$ cat src/design/cqpu_pkg.sv
// shared types and constants for the circular queue push/pop unit
package cqpu_pkg;

  localparam int DEPTH      = 16;
  localparam int DATA_WIDTH = 32;
  localparam int IDX_W      = $clog2(DEPTH);
  localparam int SIZE_W     = 5;

  localparam logic [SIZE_W-1:0] SIZE_RESET = SIZE_W'(DEPTH);

  localparam logic FUNC_PUSH = 1'b0;
  localparam logic FUNC_POP  = 1'b1;

  localparam logic [1:0] STAT_OK        = 2'd0;
  localparam logic [1:0] STAT_OVERFLOW  = 2'd1;
  localparam logic [1:0] STAT_UNDERFLOW = 2'd2;

  typedef struct packed {
    logic               func;
    logic signed [31:0] push_value;
  } in_item_t;

  typedef struct packed {
    logic signed [31:0] pop_value;
    logic [1:0]         status;
  } out_item_t;

  typedef enum logic [1:0] {
    ST_IDLE,
    ST_EXEC,
    ST_DONE
  } ctl_state_t;

  typedef struct packed {
    logic load;  // capture request and read front slot
    logic exec;  // apply operation and load result register
  } dp_cmd_t;

endpackage

$ cat src/design/cqpu_ctrl.sv
// controller state machine: sequences capture, execute and result handoff
module cqpu_ctrl
  import cqpu_pkg::*;
(
  input  logic    clk,
  input  logic    rst_n,
  input  logic    in_valid,
  output logic    in_stall,
  output logic    out_valid,
  input  logic    out_stall,
  output dp_cmd_t cmd
);

  ctl_state_t state_r, state_nxt;

  always_ff @(posedge clk) begin
    if (!rst_n) begin
      state_r <= ST_IDLE;
    end else begin
      state_r <= state_nxt;
    end
  end

  always_comb begin
    state_nxt = state_r;
    in_stall  = 1'b1;
    out_valid = 1'b0;
    cmd       = '0;
    unique case (state_r)
      ST_IDLE: begin
        in_stall = 1'b0;
        if (in_valid) begin
          cmd.load  = 1'b1;
          state_nxt = ST_EXEC;
        end
      end
      ST_EXEC: begin
        cmd.exec  = 1'b1;
        state_nxt = ST_DONE;
      end
      ST_DONE: begin
        out_valid = 1'b1;
        if (!out_stall) begin
          state_nxt = ST_IDLE;
        end
      end
      default: begin
        state_nxt = ST_IDLE;
      end
    endcase
  end

endmodule

$ cat src/design/cqpu_dp.sv
// datapath: slot memory, head/tail pointers, empty flag, size register, result register
module cqpu_dp
  import cqpu_pkg::*;
(
  input  logic              clk,
  input  logic              rst_n,
  input  dp_cmd_t           cmd,
  input  in_item_t          in_item,
  input  logic              cfg_we,
  input  logic [SIZE_W-1:0] cfg_data,
  output out_item_t         out_item
);

  logic [DATA_WIDTH-1:0] mem [DEPTH];

  logic [SIZE_W-1:0]     size_r;
  logic [IDX_W-1:0]      head_r, head_nxt;
  logic [IDX_W-1:0]      tail_r, tail_nxt;
  logic                  empty_r, empty_nxt;
  in_item_t              req_r;
  logic [DATA_WIDTH-1:0] rd_data_r;
  out_item_t             out_r, out_nxt;

  logic [IDX_W-1:0]      last_idx;
  logic [IDX_W-1:0]      tail_next_idx;
  logic [IDX_W-1:0]      head_next_idx;
  logic                  wr_en;
  logic [IDX_W-1:0]      wr_addr;

  // last usable slot: size 0 acts as 1, anything above the ring acts as the full ring
  always_comb begin
    if (size_r == '0) begin
      last_idx = '0;
    end else if (size_r > SIZE_W'(DEPTH)) begin
      last_idx = IDX_W'(DEPTH - 1);
    end else begin
      last_idx = IDX_W'(size_r - SIZE_W'(1));
    end
  end

  assign tail_next_idx = (tail_r >= last_idx) ? '0 : tail_r + IDX_W'(1);
  assign head_next_idx = (head_r >= last_idx) ? '0 : head_r + IDX_W'(1);

  always_comb begin
    head_nxt  = head_r;
    tail_nxt  = tail_r;
    empty_nxt = empty_r;
    out_nxt   = out_r;
    wr_en     = 1'b0;
    wr_addr   = tail_next_idx;
    if (cmd.exec) begin
      out_nxt.pop_value = '0;
      out_nxt.status    = STAT_OK;
      if (req_r.func == FUNC_PUSH) begin
        if (empty_r) begin
          head_nxt  = '0;
          tail_nxt  = '0;
          empty_nxt = 1'b0;
          wr_en     = 1'b1;
          wr_addr   = '0;
        end else if (tail_next_idx == head_r) begin
          out_nxt.status = STAT_OVERFLOW;
        end else begin
          tail_nxt = tail_next_idx;
          wr_en    = 1'b1;
        end
      end else begin
        if (empty_r) begin
          out_nxt.pop_value = -32'sd1;
          out_nxt.status    = STAT_UNDERFLOW;
        end else begin
          out_nxt.pop_value = 32'(signed'(rd_data_r));
          if (head_r == tail_r) begin
            empty_nxt = 1'b1;
            head_nxt  = '0;
            tail_nxt  = '0;
          end else begin
            head_nxt = head_next_idx;
          end
        end
      end
    end
  end

  always_ff @(posedge clk) begin
    if (!rst_n) begin
      size_r  <= SIZE_RESET;
      head_r  <= '0;
      tail_r  <= '0;
      empty_r <= 1'b1;
    end else begin
      if (cfg_we) begin
        size_r <= cfg_data;
      end
      head_r  <= head_nxt;
      tail_r  <= tail_nxt;
      empty_r <= empty_nxt;
    end
  end

  // payload registers
  always_ff @(posedge clk) begin
    out_r <= out_nxt;
    if (cmd.load) begin
      req_r     <= in_item;
      rd_data_r <= mem[head_r];
    end
  end

  always_ff @(posedge clk) begin
    if (wr_en) begin
      mem[wr_addr] <= DATA_WIDTH'(req_r.push_value);
    end
  end

  assign out_item = out_r;

endmodule

$ cat src/design/circular_queue_push_pop_unit.sv
// circular fifo queue: each request is a push or a pop and yields one result
// a request is captured in ST_IDLE, applied in ST_EXEC, and its result is held valid
//   in ST_DONE until taken; a new request is accepted only after the result is taken,
//   as the controller runs the sequence capture/read, execute, result handoff
// reset (rst_n low, synchronous): queue empty, pointers at slot 0, size 16;
//   slot contents are not cleared
module circular_queue_push_pop_unit
  import cqpu_pkg::*;
(
  input  logic              clk,
  input  logic              rst_n,
  input  logic              in_valid,
  output logic              in_stall,
  input  in_item_t          in_item,
  output logic              out_valid,
  input  logic              out_stall,
  output out_item_t         out_item,
  input  logic              cfg_valid,
  output logic              cfg_ready,
  input  logic [SIZE_W-1:0] cfg_data
);

  dp_cmd_t cmd;

  assign cfg_ready = 1'b1;

  cqpu_ctrl u_ctrl (
    .clk       (clk),
    .rst_n     (rst_n),
    .in_valid  (in_valid),
    .in_stall  (in_stall),
    .out_valid (out_valid),
    .out_stall (out_stall),
    .cmd       (cmd)
  );

  cqpu_dp u_dp (
    .clk      (clk),
    .rst_n    (rst_n),
    .cmd      (cmd),
    .in_item  (in_item),
    .cfg_we   (cfg_valid & cfg_ready),
    .cfg_data (cfg_data),
    .out_item (out_item)
  );

endmodule

$ cat config.mk
export PLATFORM = sky130hd
export DESIGN_NAME = circular_queue_push_pop_unit
export DESIGN_NICKNAME = d
export VERILOG_FILES = /design/src/design/cqpu_pkg.sv /design/src/design/cqpu_ctrl.sv /design/src/design/cqpu_dp.sv /design/src/design/circular_queue_push_pop_unit.sv
export SDC_FILE = /design/constraint.sdc
export NUM_CORES = 1
export LEC_CHECK = 0
export BUFFER_PORTS_ARGS = -buffer_cell sky130_fd_sc_hd__buf_2
export CORE_MARGIN = 8
export CORE_UTILIZATION = 45
export DETAILED_ROUTE_END_ITERATION = 10
export GPL_ROUTABILITY_DRIVEN = 0
export PLACE_DENSITY = 0.71
export SKIP_CTS_REPAIR_TIMING = 1
export SYNTH_ARGS = -nofsm -noshare
export SYNTH_HDL_FRONTEND = slang
export SYNTH_SLANG_ARGS = --single-unit
export TNS_END_PERCENT = 1
$ cat constraint.sdc
create_clock -name clk -period 5.3 [get_ports clk]
set_input_delay 1.06 -clock clk [delete_from_list [all_inputs] [get_ports clk]]
set_output_delay 1.06 -clock clk [all_outputs]
set_load 0.03 [all_outputs]
==> results list <==
- The total overflow left after global routing is 0.
- For this design the top-level I/O count stands at 80.
- Critical Path End: u_dp.mem[4][5]
- Total number of cells along the worst setup path: 14
- CP top delay family: compound AO/OA/AOI/OAI gates
* Total Nets Final: 1234
- Worst Hold Path Cells: 2
* Post-Synthesis Cells: approximately 1100
* Cells taking the most area after synthesis: sky130_fd_sc_hd__edfxtp_1 77%, sky130_fd_sc_hd__mux4_2 15%, sky130_fd_sc_hd__dfxtp_1 1.3%, sky130_fd_sc_hd__nor2_1 1.3%, sky130_fd_sc_hd__ha_1 0.63%
- For the worst-skew pair, the clock arrives at the later sink with an insertion delay of around 0.60 ns.
* Total via count after detailed routing: roughly 11000
* Critical Path Source Type: flip-flop
* PD cells: approximately 360 nW/µm²
- The layout has 4014 filler cells.
- During synthesis, Yosys emitted a total of 0 warnings.
* Slowest Stage Delay on Critical Path: about 0.55 ns
* Worst IR drop on VDD: 0.247 mV
- The number of global-route vias before repair came to between 10000 and 15000.
* Final number of max-transition violations: 0
* Via density per instance: 5.64
- Floorplan die height: 246 µm
* Synth Register Bits: 627
- First-pass GRT wire length: 71200 µm
* Worst Max-Slew Pin Slew: 1.00 ns
* CP Launch Point: u_dp.size_r[0]
- Final hold violation count: 0
* Number of buffers inserted by port buffering: 78
- Async SR Flop Fraction: 0%
- Most used flip-flop cell after synthesis: sky130_fd_sc_hd__edfxtp_1
- Area Overhead vs Synth: 14.1%
* Cell Chain, Critical Path: inv_1 -> ha_1 -> nor3b_1 -> nand2_1 -> nand2_1 -> o21ai_0 -> ha_1 -> nand2b_4 -> a2111oi_4 -> nor2_1 -> a31oi_1 -> nand3_1 -> a2111oi_4 -> buf_4
* TritonCTS clock tree: built
- Setup TNS: 0 ns
* Data arrival time of the critical path: approximately 4.7 ns
- The final layout contains routed wiring with a total length of 47200 µm.
- Setup repair after global routing left no endpoint under its margin.
- Prior to clock tree synthesis, the placed netlist has a worst setup slack of between 0.8 and 0.9 ns.
- Result of the run: finished, final reports clean
- Number of enable-type register cells in the synthesized netlist: a little over 600
* Die Footprint: 60700 µm²
* Critical Path Sink Type: flip-flop
- Final setup viols: 0
- After detailed routing, the average wire length per cell comes to roughly 25 µm.
- The path class of the tightest hold or removal check is reg2reg.
* Syn_area_per_cell: 22.5 µm²
- From left edge to right edge, the die measures about 250 µm.
- The HPWL after detailed placement is between 20000 and 30000 µm.
* Count of cell types in the netlist: 54
* Post-route DRC violation count: 0
* Share of Yosys cell area claimed by the top area cell type: 76.8%
- Cells with a size suffix above 1 make up 31.4% of the layout.
- Largest net degree at the start of global routing: 89
* # clock sinks: 627
- After clock tree synthesis, the clock-pin slew on the worst setup and hold paths is 0.06 ns.
- CTS built an H-tree with a depth of 2.
- Total of max-cap violations: 0
* Endpoint required time on the critical path: around 5.5 ns
- Buf+Inv Stages, Crit Path: 2
- Static timing analysis puts the maximum clock frequency at 222 MHz.
* Sequential cell area fraction in the yosys report: about four fifths
- Core region area: 52600 µm²
- Summing every instance area after synthesis gives 23900 µm².
* R2R cell count: 14
* Antenna violations before repair: 0
- Master cell of the clock root buffer: sky130_fd_sc_hd__clkbuf_16
* Portion of the clock cycle consumed by the worst path in the final layout: 85.1%
* Critical R2R Capture: u_dp.mem[4][5]
* Min Tclk post-route: between 4 and 5 ns
- Among all stages on the critical path, the largest delay is contributed by sky130_fd_sc_hd__buf_4.
- After floorplanning, the core was divided into 84 placement rows.
* Number of detailed-route iterations in the first pass: 5
- Largest area contributor in the netlist: sky130_fd_sc_hd__edfxtp_1
* Overall Global Routing Usage: 15.6%
- Number of buffers created by CTS: slightly above 60
- Initial core utilization: a little under half
- The clock passes through at most 3 buffers.
- Clock Skews: 0.0186 ns
- Cell leakage power: 8.45 nW
* Net Count, Synth: ~1100
- PnR worst setup slack: 0.788 ns
- Origin of the critical flop-to-flop path: u_dp.size_r[0]
* Post-DRT Antenna Nets: 0
- The worst register-to-register path has a setup slack of 0.79 ns.
- Antenna cell count: 0
- Initial DRC count: 1132
* Critical-path maximum fanout: 32
- Total power draw: 9.93 mW
* Normalized max-slew margin: 33.3%
* Class of the most critical setup path: reg2reg
[cells in the mapped netlist (4+ instances only)]
master	count
sky130_fd_sc_hd__a21oi_1	5
sky130_fd_sc_hd__mux2i_1	5
sky130_fd_sc_hd__edfxtp_1	611
sky130_fd_sc_hd__nand2_1	15
sky130_fd_sc_hd__inv_1	10
sky130_fd_sc_hd__clkbuf_1	15
sky130_fd_sc_hd__buf_2	15
sky130_fd_sc_hd__nand3b_1	4
sky130_fd_sc_hd__and3_1	4
sky130_fd_sc_hd__nor2_1	83
sky130_fd_sc_hd__dfxtp_1	16
sky130_fd_sc_hd__nand3_1	5
sky130_fd_sc_hd__a22o_1	4
sky130_fd_sc_hd__buf_4	6
sky130_fd_sc_hd__mux4_2	160
sky130_fd_sc_hd__xnor2_1	8
sky130_fd_sc_hd__nor2b_1	8
sky130_fd_sc_hd__buf_1	16
sky130_fd_sc_hd__o21ai_0	10
sky130_fd_sc_hd__ha_1	12
[registers in the layout (all words and copies together) (netlist names)]
signal	cells
u_dp.head_r	4
u_dp.size_r	5
u_ctrl.state_r	2
u_dp.empty_r	1
u_dp.mem	512
u_dp.rd_data_r	32
u_dp.req_r	33
u_dp.out_item	34
u_dp.tail_r	4
[logic make-up after synthesis]
family / after synthesis / share of synthesized area [%]
adders and majority gates: 13 / 0.671
AOI/OAI and AO/OA: 49 / 1.66
buffers and inverters: 64 / 1.18
muxes: 166 / 15.4
DFF: 627 / 78.2
and+or+nand+nor: 132 / 2.47
other: 1 / 0.0157
xor gates and xnor gates: 10 / 0.445
[worst min path at each step]
| stage | to | from | slack, ns |
|---|---|---|---|
| after global routing | u_dp.out_item[2] | u_dp.rd_data_r[0] | 0.55 |
| after floorplan | u_dp.out_item[10] | u_dp.rd_data_r[8] | 0.51 |
| after global placement | u_dp.out_item[20] | u_dp.rd_data_r[18] | 0.52 |
| after CTS | u_dp.out_item[11] | u_dp.rd_data_r[9] | 0.53 |
| after detailed placement | u_dp.out_item[14] | u_dp.rd_data_r[12] | 0.52 |
| final | u_dp.out_item[8] | u_dp.rd_data_r[6] | 0.53 |
[final cells by class]
type	instances	area [µm²]	share of cell area, %
multi-input cells	371	5080	18.6
repair buffers	106	688	2.53
clock inverters	35	322	1.18
inverters	12	45.0	0.165
flip-flops and latches	627	18700	68.5
clock buffers	76	1580	5.81
well taps	688	861	3.16
[report_power, final]
group | switching, mW | internal [mW]
sequential | 0.0877 | 5.52
clock | 1.78 | 2.36
combinational | 0.122 | 0.0633
[per-stage QoR]
step                hold WS, ns  util [%]  instance area (µm²)  cells
finish                    0.528      51.9                27300   1915
global route              0.550      51.9                27300   1915
global placement          0.518      48.2                25300   1804
detailed placement        0.522      48.2                25300   1804
CTS                       0.533      51.9                27300   1915
floorplan                 0.508         -                23900   1062
[placed cells by master, fill, tap and decap left out, types with 5 or more instances in the layout]
cell	count
sky130_fd_sc_hd__edfxtp_1	611
sky130_fd_sc_hd__mux4_2	160
sky130_fd_sc_hd__buf_2	78
sky130_fd_sc_hd__nor2_1	71
sky130_fd_sc_hd__clkbuf_16	61
sky130_fd_sc_hd__buf_4	21
sky130_fd_sc_hd__nand2_1	15
sky130_fd_sc_hd__clkbuf_1	15
sky130_fd_sc_hd__clkinv_2	13
sky130_fd_sc_hd__nor2_4	12
sky130_fd_sc_hd__ha_1	12
sky130_fd_sc_hd__dfxtp_1	11
sky130_fd_sc_hd__inv_1	10
sky130_fd_sc_hd__o21ai_0	10
sky130_fd_sc_hd__clkinv_1	9
sky130_fd_sc_hd__xnor2_1	8
sky130_fd_sc_hd__nor2b_1	8
sky130_fd_sc_hd__buf_12	7
sky130_fd_sc_hd__nand3_1	5
sky130_fd_sc_hd__mux2i_1	5
sky130_fd_sc_hd__bufinv_16	5
[per-layer routing]
layer / up-vias / global-route usage (%) / part of all wire [%]
li1: 4649 / - / -
met1: 5764 / 21.6 / 43
met2: 338 / 25.2 / 49
met3: 58 / 3.29 / 6.2
met4: 0 / 3.90 / 1.8
met5: - / 0 / 0
[worst register-to-register path: stages (launching register included)]
cell	delay (ns)
sky130_fd_sc_hd__dfxtp_1	0.35
sky130_fd_sc_hd__inv_1	0.07
sky130_fd_sc_hd__ha_1	0.19
sky130_fd_sc_hd__nor3b_1	0.36
sky130_fd_sc_hd__nand2_1	0.10
sky130_fd_sc_hd__nand2_1	0.07
sky130_fd_sc_hd__o21ai_0	0.13
sky130_fd_sc_hd__ha_1	0.30
sky130_fd_sc_hd__nand2b_4	0.15
sky130_fd_sc_hd__a2111oi_4	0.45
sky130_fd_sc_hd__nor2_1	0.15
sky130_fd_sc_hd__a31oi_1	0.42
sky130_fd_sc_hd__nand3_1	0.43
sky130_fd_sc_hd__a2111oi_4	0.41
sky130_fd_sc_hd__buf_4	0.55
Note: power is estimated with default switching activity, not from simulation.
